===== src/hw/rtl/heading_pursuit_controller_macros.svh =====
// Assertion macros for the heading pursuit controller.
// No dependencies; included by the top level only.
`ifndef HEADING_PURSUIT_CONTROLLER_MACROS_SVH
`define HEADING_PURSUIT_CONTROLLER_MACROS_SVH

// same-cycle implication, checked on every rising edge outside reset
`define HPC_ASSERT_NOW(label, clk, rst, ante, cons, msg) \
   label: assert property (@(posedge clk) disable iff (rst) (ante) |-> (cons)) \
      else $error(msg);

// next-cycle implication
`define HPC_ASSERT_NEXT(label, clk, rst, ante, cons, msg) \
   label: assert property (@(posedge clk) disable iff (rst) (ante) |=> (cons)) \
      else $error(msg);

`endif


===== src/hw/rtl/hpc_pkg.sv =====
// Shared widths, constants, register codes and the arctangent table
// for the heading pursuit controller. No dependencies.
`timescale 1ns / 1ps

package hpc_pkg;

   localparam int CORDIC_STAGES_DEF = 16;
   localparam int TABLE_LEN         = 24;
   localparam int TAB_IDX_W         = 5;

   localparam int POS_W      = 32;
   localparam int DIFF_W     = 33;
   localparam int CX_W       = 36;
   localparam int Z_W        = 20;
   localparam int HEAD_W     = 16;
   localparam int BEAR_W     = 17;
   localparam int ERR_W      = 18;
   localparam int DIST_W     = 31;
   localparam int GAIN_W     = 16;
   localparam int CFG_W      = 15;
   localparam int LIN_W      = 15;
   localparam int ANG_W      = 16;
   localparam int CNT_W      = 32;
   localparam int CSR_IDX_W  = 3;
   localparam int CSR_DATA_W = 16;

   localparam logic signed [Z_W-1:0]   HALF_PI_Q16    = 20'sd102944;
   localparam logic signed [ERR_W-1:0] PI_Q13         = 18'sd25736;
   localparam logic signed [ERR_W-1:0] TWO_PI_Q13     = 18'sd51472;
   localparam logic [DIST_W-1:0]       HALF_METRE_Q16 = 31'd32768;

   localparam logic [GAIN_W-1:0] ANG_GAIN_RST  = 16'd6144;
   localparam logic [CFG_W-1:0]  LIN_SPEED_RST = 15'd2048;
   localparam logic [CFG_W-1:0]  DEAD_BAND_RST = 15'd2458;
   localparam logic [CFG_W-1:0]  ANG_LIMIT_RST = 15'd12288;
   localparam logic [CFG_W-1:0]  STOP_DIST_RST = 15'd6554;

   typedef enum logic [CSR_IDX_W-1:0] {
      CSR_ANG_GAIN  = 3'd0,
      CSR_LIN_SPEED = 3'd1,
      CSR_DEAD_BAND = 3'd2,
      CSR_ANG_LIMIT = 3'd3,
      CSR_STOP_DIST = 3'd4
   } csr_idx_type;

   // atan(2^-i) in units of 2^-16 rad, rounded; zero from stage 17 on
   function automatic logic signed [Z_W-1:0] atan_q16(input logic [TAB_IDX_W-1:0] idx);
      logic signed [Z_W-1:0] v;
      unique case (idx)
         5'd0:    v = 20'sd51472;
         5'd1:    v = 20'sd30385;
         5'd2:    v = 20'sd16055;
         5'd3:    v = 20'sd8150;
         5'd4:    v = 20'sd4091;
         5'd5:    v = 20'sd2047;
         5'd6:    v = 20'sd1024;
         5'd7:    v = 20'sd512;
         5'd8:    v = 20'sd256;
         5'd9:    v = 20'sd128;
         5'd10:   v = 20'sd64;
         5'd11:   v = 20'sd32;
         5'd12:   v = 20'sd16;
         5'd13:   v = 20'sd8;
         5'd14:   v = 20'sd4;
         5'd15:   v = 20'sd2;
         5'd16:   v = 20'sd1;
         default: v = '0;
      endcase
      return v;
   endfunction

endpackage


===== src/hw/rtl/hpc_cordic.sv =====
// Iterative CORDIC vectoring unit: one shift-add stage per cycle, returns the angle.
// Depends on hpc_pkg.
`timescale 1ns / 1ps

module hpc_cordic #(
   parameter int STAGES = hpc_pkg::CORDIC_STAGES_DEF
) (
   input  logic                                clock,
   input  logic                                reset,
   input  logic                                start,
   input  logic signed [hpc_pkg::DIFF_W-1:0]   x_in,
   input  logic signed [hpc_pkg::DIFF_W-1:0]   y_in,
   output logic                                done,
   output logic signed [hpc_pkg::Z_W-1:0]      z_out
);
   import hpc_pkg::*;

   localparam int EFF   = (STAGES > TABLE_LEN) ? TABLE_LEN : STAGES;
   localparam int IDX_W = (EFF > 1) ? $clog2(EFF) : 1;

   logic signed [CX_W-1:0] x_ff, y_ff, x_in_w, y_in_w;
   logic signed [CX_W-1:0] x0, y0, xs, ys;
   logic signed [Z_W-1:0]  z_ff, z0, ang;
   logic [IDX_W-1:0]       idx_ff;
   logic                   busy_ff, done_ff;

   assign x_in_w = CX_W'(x_in);
   assign y_in_w = CX_W'(y_in);

   // fold left half-plane vectors into the right half-plane
   always_comb begin
      x0 = x_in_w;
      y0 = y_in_w;
      z0 = '0;
      if (x_in_w < 0) begin
         if (y_in_w >= 0) begin
            x0 = y_in_w;
            y0 = -x_in_w;
            z0 = HALF_PI_Q16;
         end else begin
            x0 = -y_in_w;
            y0 = x_in_w;
            z0 = -HALF_PI_Q16;
         end
      end
   end

   assign xs  = x_ff >>> idx_ff;
   assign ys  = y_ff >>> idx_ff;
   assign ang = atan_q16(TAB_IDX_W'(idx_ff));

   always_ff @(posedge clock) begin
      if (reset) begin
         busy_ff <= 1'b0;
         done_ff <= 1'b0;
         idx_ff  <= '0;
      end else begin
         done_ff <= 1'b0;
         if (start) begin
            busy_ff <= 1'b1;
            idx_ff  <= '0;
         end else if (busy_ff) begin
            if (idx_ff == IDX_W'(EFF - 1)) begin
               busy_ff <= 1'b0;
               done_ff <= 1'b1;
            end else begin
               idx_ff <= idx_ff + 1'b1;
            end
         end
      end
   end

   always_ff @(posedge clock) begin
      if (start) begin
         x_ff <= x0;
         y_ff <= y0;
         z_ff <= z0;
      end else if (busy_ff) begin
         if (!y_ff[CX_W-1]) begin
            x_ff <= x_ff + ys;
            y_ff <= y_ff - xs;
            z_ff <= z_ff + ang;
         end else begin
            x_ff <= x_ff - ys;
            y_ff <= y_ff + xs;
            z_ff <= z_ff - ang;
         end
      end
   end

   assign done  = done_ff;
   assign z_out = z_ff;

endmodule


===== src/hw/rtl/heading_pursuit_controller.sv =====
// Heading pursuit controller top level: sequencer, error wrap, gain and speed scaling.
// Depends on hpc_pkg, hpc_cordic and heading_pursuit_controller_macros.svh.
//
//   channel   direction  handshake            word
//   req_*     in         req_valid/req_stall  pose, goal, distance, flags
//   rsp_*     out        rsp_valid/rsp_stall  linear_cmd, angular_cmd, cmd_count
//   csr_*     in         csr_wr_en            register index and data
//
// A new word is accepted only after the previous one has left the final step; a normal
// word passes through the CORDIC stage on the way, and a stop word skips it.
// Reset is synchronous and restores register defaults and a zero command count.
// rsp_stall holds the finished word in the output register; the sequencer waits in
// its final step until that register frees, and req_stall stays high meanwhile.
`timescale 1ns / 1ps
`include "heading_pursuit_controller_macros.svh"

module heading_pursuit_controller #(
   parameter int CORDIC_STAGES = hpc_pkg::CORDIC_STAGES_DEF
) (
   input  logic                                  clock,
   input  logic                                  reset,
   // request channel
   input  logic                                  req_valid,
   output logic                                  req_stall,
   input  logic signed [hpc_pkg::POS_W-1:0]      req_pos_x,
   input  logic signed [hpc_pkg::POS_W-1:0]      req_pos_y,
   input  logic signed [hpc_pkg::HEAD_W-1:0]     req_robot_heading,
   input  logic signed [hpc_pkg::POS_W-1:0]      req_target_x,
   input  logic signed [hpc_pkg::POS_W-1:0]      req_target_y,
   input  logic [hpc_pkg::DIST_W-1:0]            req_target_dist,
   input  logic                                  req_goal_reached,
   input  logic                                  req_hit_obstacle,
   // response channel
   output logic                                  rsp_valid,
   input  logic                                  rsp_stall,
   output logic [hpc_pkg::LIN_W-1:0]             rsp_linear_cmd,
   output logic signed [hpc_pkg::ANG_W-1:0]      rsp_angular_cmd,
   output logic [hpc_pkg::CNT_W-1:0]             rsp_cmd_count,
   // configuration port
   input  logic                                  csr_wr_en,
   input  logic [hpc_pkg::CSR_IDX_W-1:0]         csr_index,
   input  logic [hpc_pkg::CSR_DATA_W-1:0]        csr_wdata
);
   import hpc_pkg::*;

   localparam int PROD_W  = GAIN_W + 1 + ERR_W;   // signed gain times error
   localparam int ANGR_W  = PROD_W - 12;          // after the Q12 rescale
   localparam int LPROD_W = 2 * LIN_W;

   typedef enum logic [2:0] {
      ST_IDLE,
      ST_PRE,
      ST_ROT,
      ST_ERR,
      ST_MUL,
      ST_FIN
   } state_type;

   // configuration registers
   logic [GAIN_W-1:0] ang_gain_ff;
   logic [CFG_W-1:0]  lin_speed_ff, dead_band_ff, ang_limit_ff, stop_dist_ff;

   // control
   state_type         state_ff, state_in;
   logic              rsp_valid_ff, rsp_valid_in;
   logic [CNT_W-1:0]  seq_ff, seq_in;
   logic [LIN_W-1:0]  rsp_lin_ff, rsp_lin_in;
   logic signed [ANG_W-1:0] rsp_ang_ff, rsp_ang_in;
   logic [CNT_W-1:0]  rsp_cnt_ff, rsp_cnt_in;

   // datapath
   logic signed [DIFF_W-1:0] dx_ff, dy_ff;
   logic signed [HEAD_W-1:0] hd_ff;
   logic [DIST_W-1:0]        dist_ff;
   logic                     stop_ff, zero_ff;
   logic signed [ERR_W-1:0]  err_ff;
   logic signed [PROD_W-1:0] prod_ang_ff;
   logic [LPROD_W-1:0]       prod_lin_ff;
   logic [LIN_W-1:0]         lin_sel_ff;
   logic                     near_ff;

   logic                     accept, load_out, cordic_start, cordic_done;
   logic signed [Z_W-1:0]    cordic_z, z_round;
   logic signed [BEAR_W-1:0] bear;
   logic signed [ERR_W-1:0]  err_raw, err_wrap, err_mag;
   logic [LIN_W-1:0]         lin_sel;
   logic signed [PROD_W-1:0] prod_round;
   logic signed [ANGR_W-1:0] ang_r, ang_lim;
   logic signed [ANG_W-1:0]  ang_clamped;
   logic [LIN_W-1:0]         lin_final;

   assign req_stall    = (state_ff != ST_IDLE);
   assign accept       = req_valid && !req_stall;
   // launch the CORDIC only for words that need a bearing
   assign cordic_start = (state_ff == ST_PRE) && !stop_ff;
   // output register free, or its word leaves this cycle
   assign load_out     = (state_ff == ST_FIN) && (!rsp_valid_ff || !rsp_stall);

   hpc_cordic #(
      .STAGES (CORDIC_STAGES)
   ) u_cordic (
      .clock  (clock),
      .reset  (reset),
      .start  (cordic_start),
      .x_in   (dx_ff),
      .y_in   (dy_ff),
      .done   (cordic_done),
      .z_out  (cordic_z)
   );

   // bearing in Q3.13: round the Q16 angle by adding 4, then drop three bits
   assign z_round = cordic_z + Z_W'(4);
   assign bear    = zero_ff ? '0 : z_round[Z_W-1:3];
   assign err_raw = ERR_W'(bear) - ERR_W'(hd_ff);

   // one fold suffices: the raw error stays within three pi of zero
   always_comb begin
      err_wrap = err_raw;
      priority if (err_raw > PI_Q13) begin
         err_wrap = err_raw - TWO_PI_Q13;
      end else if (err_raw < -PI_Q13) begin
         err_wrap = err_raw + TWO_PI_Q13;
      end
   end

   assign err_mag = err_ff[ERR_W-1] ? -err_ff : err_ff;
   assign lin_sel = (err_mag < ERR_W'(dead_band_ff)) ? lin_speed_ff : '0;

   // angular: rescale with rounding, then clamp to the configured limit
   assign prod_round = prod_ang_ff + PROD_W'(2048);
   assign ang_r      = prod_round[PROD_W-1:12];
   assign ang_lim    = ANGR_W'(ang_limit_ff);

   always_comb begin
      priority if (ang_r > ang_lim) begin
         ang_clamped = ANG_W'(ang_lim);
      end else if (ang_r < -ang_lim) begin
         ang_clamped = ANG_W'(-ang_lim);
      end else begin
         ang_clamped = ANG_W'(ang_r);
      end
   end

   // near the goal, scale speed by twice the distance
   assign lin_final = near_ff ? prod_lin_ff[LPROD_W-1:LIN_W] : lin_sel_ff;

   // sequencer next state
   always_comb begin
      state_in     = state_ff;
      rsp_valid_in = rsp_valid_ff;
      seq_in       = seq_ff;
      rsp_lin_in   = rsp_lin_ff;
      rsp_ang_in   = rsp_ang_ff;
      rsp_cnt_in   = rsp_cnt_ff;

      // drop the output word once taken
      if (rsp_valid_ff && !rsp_stall) begin
         rsp_valid_in = 1'b0;
      end

      unique case (state_ff)
         ST_IDLE: begin
            if (accept) begin
               state_in = ST_PRE;
            end
         end
         ST_PRE: begin
            state_in = stop_ff ? ST_FIN : ST_ROT;
         end
         ST_ROT: begin
            if (cordic_done) begin
               state_in = ST_ERR;
            end
         end
         ST_ERR: begin
            state_in = ST_MUL;
         end
         ST_MUL: begin
            state_in = ST_FIN;
         end
         ST_FIN: begin
            if (load_out) begin
               state_in     = ST_IDLE;
               rsp_valid_in = 1'b1;
               seq_in       = seq_ff + 1'b1;
               rsp_cnt_in   = seq_ff + 1'b1;
               rsp_lin_in   = stop_ff ? '0 : lin_final;
               rsp_ang_in   = stop_ff ? '0 : ang_clamped;
            end
         end
         default: begin
            state_in = ST_IDLE;
         end
      endcase
   end

   always_ff @(posedge clock) begin
      if (reset) begin
         state_ff     <= ST_IDLE;
         rsp_valid_ff <= 1'b0;
         seq_ff       <= '0;
         rsp_lin_ff   <= '0;
         rsp_ang_ff   <= '0;
         rsp_cnt_ff   <= '0;
      end else begin
         state_ff     <= state_in;
         rsp_valid_ff <= rsp_valid_in;
         seq_ff       <= seq_in;
         rsp_lin_ff   <= rsp_lin_in;
         rsp_ang_ff   <= rsp_ang_in;
         rsp_cnt_ff   <= rsp_cnt_in;
      end
   end

   // configuration writes; unknown indexes are ignored
   always_ff @(posedge clock) begin
      if (reset) begin
         ang_gain_ff  <= ANG_GAIN_RST;
         lin_speed_ff <= LIN_SPEED_RST;
         dead_band_ff <= DEAD_BAND_RST;
         ang_limit_ff <= ANG_LIMIT_RST;
         stop_dist_ff <= STOP_DIST_RST;
      end else if (csr_wr_en) begin
         unique case (csr_idx_type'(csr_index))
            CSR_ANG_GAIN:  ang_gain_ff  <= csr_wdata;
            CSR_LIN_SPEED: lin_speed_ff <= csr_wdata[CFG_W-1:0];
            CSR_DEAD_BAND: dead_band_ff <= csr_wdata[CFG_W-1:0];
            CSR_ANG_LIMIT: ang_limit_ff <= csr_wdata[CFG_W-1:0];
            CSR_STOP_DIST: stop_dist_ff <= csr_wdata[CFG_W-1:0];
            default: ;
         endcase
      end
   end

   // datapath registers, no reset needed
   always_ff @(posedge clock) begin
      if (accept) begin
         // exact 33-bit differences
         dx_ff   <= {req_target_x[POS_W-1], req_target_x} - {req_pos_x[POS_W-1], req_pos_x};
         dy_ff   <= {req_target_y[POS_W-1], req_target_y} - {req_pos_y[POS_W-1], req_pos_y};
         hd_ff   <= req_robot_heading;
         dist_ff <= req_target_dist;
         stop_ff <= req_goal_reached || req_hit_obstacle ||
                    (req_target_dist < DIST_W'(stop_dist_ff));
      end
      if (state_ff == ST_PRE) begin
         zero_ff <= (dx_ff == '0) && (dy_ff == '0);
      end
      if (state_ff == ST_ERR) begin
         err_ff <= err_wrap;
      end
      if (state_ff == ST_MUL) begin
         prod_ang_ff <= $signed({1'b0, ang_gain_ff}) * err_ff;
         prod_lin_ff <= lin_sel * dist_ff[LIN_W-1:0];
         lin_sel_ff  <= lin_sel;
         near_ff     <= (dist_ff < HALF_METRE_Q16);
      end
   end

   assign rsp_valid       = rsp_valid_ff;
   assign rsp_linear_cmd  = rsp_lin_ff;
   assign rsp_angular_cmd = rsp_ang_ff;
   assign rsp_cmd_count   = rsp_cnt_ff;

   // checks
   `HPC_ASSERT_NEXT(a_busy_after_accept, clock, reset, accept, req_stall, "accepted word did not stall the request channel")
   `HPC_ASSERT_NOW(a_cordic_done_in_rot, clock, reset, cordic_done, state_ff == ST_ROT, "CORDIC finished outside its sequencer step")
   `HPC_ASSERT_NEXT(a_stop_zero, clock, reset, load_out && stop_ff, (rsp_linear_cmd == '0) && (rsp_angular_cmd == '0), "stop word produced nonzero command")

endmodule

===== config.mk =====
export PLATFORM = sky130hd
export DESIGN_NAME = heading_pursuit_controller
export DESIGN_NICKNAME = d
export VERILOG_FILES = /design/src/hw/rtl/hpc_pkg.sv /design/src/hw/rtl/hpc_cordic.sv /design/src/hw/rtl/heading_pursuit_controller.sv
export VERILOG_INCLUDE_DIRS = /design/src /design/src/hw/rtl
export SDC_FILE = /design/constraint.sdc
export NUM_CORES = 2
export LEC_CHECK = 0
export BUFFER_PORTS_ARGS = -buffer_cell sky130_fd_sc_hd__buf_4
export CAP_MARGIN = 10
export CORE_UTILIZATION = 41
export CTS_CLUSTER_DIAMETER = 50
export DETAILED_ROUTE_END_ITERATION = 10
export GPL_TIMING_DRIVEN = 1
export HOLD_SLACK_MARGIN = 0.15
export PLACE_DENSITY = 0.65
export SLEW_MARGIN = 0
export SYNTH_ARGS = -nofsm -noshare
export SYNTH_HDL_FRONTEND = slang
export SYNTH_HIERARCHICAL = 1
export SYNTH_SLANG_ARGS = --single-unit
export TNS_END_PERCENT = 30

===== constraint.sdc =====
create_clock -name clock -period 18 [get_ports clock]
set_input_delay 3.6 -clock clock [delete_from_list [all_inputs] [get_ports clock]]
set_output_delay 3.6 -clock clock [all_outputs]
set_load 0.05 [all_outputs]

==> reports/qor.csv <==
stage,metric,value,unit
finish,antenna cell count,0,
timing,final setup violation count,0,
synth,xor/xnor share of the synthesized area,6.30,%
finish,sequential cell area,11700,um^2
synth,Syn Nets,7226,
cts,CTS max path bufs,3,
global_routing,Overflow after GRT,0,
synth,largest family of logic cells by synthesized area,adder cells,
cts,Post CTS Setup Buffer Count,0,
cts,Num CTS Buffers,68,
drt,initial DRC count,3439,
placement,"Cell Area, Placed",57200,um^2
finish,Multi-input gate area,38200,um^2
die,Initial Util,41.5,%
cts,Hold Buf Count CTS,0,
finish,Finished Core Util,45.8,%
timing,slew margin rel.,16.1,%
setup_path,"Req. time, crit path",18.44,ns
finish,Final Net Count,7306,
worst_hold_path,min-delay worst type,reg -> reg,
die,Ports,266,
setup_path,most frequent CP cell,fa_1,
global_routing,number of global-route vias before repair,44381,
synth,Yosys cell types,107,
drt,DRC viols,0,
drt,final wirelength,158000,um
placement,Buffers on Ports,265,
global_routing,gr usage total,23.6,%
placement,HPWL after DPL,123000,um
setup_path,Worst Setup Start Kind,flop,
finish,layout cells sized above 1,9.17,%
timing,setup tns final,0,ns
synth,"FF+latch count, synth",445,
timing,Slew Limit Fails,0,
drt,Final ANT Viol Nets,0,
cts,htree depth,3,
synth,Post-Syn Instances,6126,
timing,final hold vios,0,
setup_path,CP Capture Type,flop,
synth,Simple-Gate Fraction of Synth Area,17.6,%
outcome,status,"complete, no violations",
placement,Setup WS pre-CTS,6.72,ns
setup_path,slowest cell on the critical path,edfxtp_1,
cts,root buf cell,clkbuf_16,
synth,Synth Area in Compound Gates,14.6,%
pwr,Pleak,26.1,nW
pwr,PwrDens,118,nW/um^2
timing,Setup WS post-layout,6.62,ns
cts,post-CTS resize count,0,
die,std cell rows,132,
synth,async set or reset register ratio after synthesis,0,%
cts,CTS sink cnt,445,
synth,post-synthesis mux area share,5.00,%
setup_path,Bufs and invs on worst path,4,
setup_path,cell family with most CP delay,adder cells,
die,die area,133000,um^2
timing,ratio of final minimum period to clock period,63.2,%
global_routing,initial antenna violation count,6,
setup_path,"critical path fanouts, max",128,
global_routing,first-pass GRT wire length,248000,um
finish,Layout area overhead,10.4,%
cts,Clock transition at path regs,0.06,ns
finish,FILL cells,12494,
drt,vias per cell,5.65,
timing,worst-margin pin slew,1.25,ns
finish,post-route cell area,59500,um^2
timing,highest clock rate,87.9,MHz
die,Die W,365,um
cts,Worst-Skew Late Latency,0.64,ns
die,Die Ht,365,um
synth,Post-synth top flop,edfxtp_1,
finish,"commonest non-fill, non-tap cell in the layout",inv_1,
synth,"Seq/Total Area, Yosys",21.7,%
synth,"Cell Area, Synth",53900,um^2
drt,via count of the routed design,45206,
setup_path,CP peak stage delay,0.74,ns
setup_path,Crit Path Class,reg -> reg,
synth,Syn Area/Cell,8.80,um^2
synth,number of synthesized flops with an enable pin,280,
setup_path,Critical Path AT,11.82,ns
die,core area,130000,um^2
synth,synthesis warning total,6,
drt,per-cell routed wire length,19.7,um
timing,Final Skew,0.0311,ns
finish,most frequent cells in the layout,"inv_1 (739), nand2_1 (731), fa_1 (463)",
synth,area share of fa/ha/maj cells after synthesis,27.3,%
drt,first-pass iteration count of the detailed router,9,
timing,RSZ-0062 raised after global routing,false,
pwr,Max VDD drop,0.0000894,V
flow_run,Max-Cap Viols,0,
timing,post-route minimum period,11.38,ns
placement,GP Congestion,0.948,
global_routing,largest net degree at the start of global routing,129,
cts,TritonCTS clock tree,built,
-- worst min-delay path, cell delays in order, from the launching register on --
cell and delay [ns]:
dfxtp_1 0.32, nand2_1 0.04, o21ai_0 0.06
-- cell type report --
class,count,area share (%)
Tap cell,1742,3.66
Timing Repair Buffer,304,3.83
Multi-Input combinational cell,4646,64.2
Clock inverter,37,0.683
Inverter,741,4.67
Sequential cell,445,19.7
Clock buffer,88,3.21
-- path summary, 6_finish.rpt --
path,from,endpoint,slack (ns),cells past startpoint
hold / removal,rsp_angular_cmd[0]$_SDFFE_PP0P_,rsp_angular_cmd[0]$_SDFFE_PP0P_,0.46,2
hold reg to reg,rsp_angular_cmd[0]$_SDFFE_PP0P_,rsp_angular_cmd[0]$_SDFFE_PP0P_,0.46,2
setup reg to reg,err_ff[3]$_DFFE_PN_,prod_lin_ff[28]$_DFFE_PP_,6.62,33
setup / recovery,err_ff[3]$_DFFE_PN_,prod_lin_ff[28]$_DFFE_PP_,6.62,33
-- power breakdown --
group	switching, mW	internal [mW]
logic	2.26	1.66
registers	0.315	1.44
clock network	0.538	0.811
-- through the flow --
step / hold WS [ns] / instances / total power [mW]
finish: 0.458 / 8003 / 7.02
global route: 0.475 / 8003 / 7.51
CTS: 0.459 / 8003 / 6.99
detailed placement: 0.447 / 7878 / 5.61
global placement: 0.440 / 7878 / 5.55
floorplan: 0.436 / 6126 / 4.61
-- cell usage after synthesis (165+ instances only) --
master	number	area share, %
fa_1	463	17
inv_1	739	5.1
edfxtp_1	280	16
nor2_1	291	2.0
o21ai_0	263	2.4
dfxtp_1	165	6.1
clkbuf_1	240	1.7
nand2_1	731	5.1
and3_1	172	2.0
xnor2_1	240	3.9
a21oi_1	360	3.3
ha_1	436	10
-- routing by layer --
| layer | GRT usage, % | vias to the layer above | part of all wire, % |
|---|---|---|---|
| met4 | 7.65 | 10 | 3.4 |
| li1 | - | 21267 | - |
| met1 | 29.9 | 21933 | 41 |
| met5 | 0 | - | 0.031 |
| met2 | 40.6 | 1686 | 48 |
| met3 | 3.84 | 310 | 7.4 |
-- registers in the layout, indices dropped and copies added (netlist names), 18 cells and up --
name and flops:
u_cordic/x_ff 36, u_cordic/y_ff 36, dx_ff 33, dy_ff 33
rsp_cmd_count 32, dist_ff 31, prod_ang_ff 24, u_cordic/z_out 20
err_ff 18
-- kinds of logic (layout without fill, tap and decap cells) --
group	Yosys count	count (layout)
and+or+nand+nor	1945	1945
AOI/OAI and AO/OA	1228	1228
buffers and inverters	1035	1170
adders and majority gates	899	899
DFF	445	445
xor gates and xnor gates	388	388
muxes	186	186
Power figures use the tool's default switching activity.
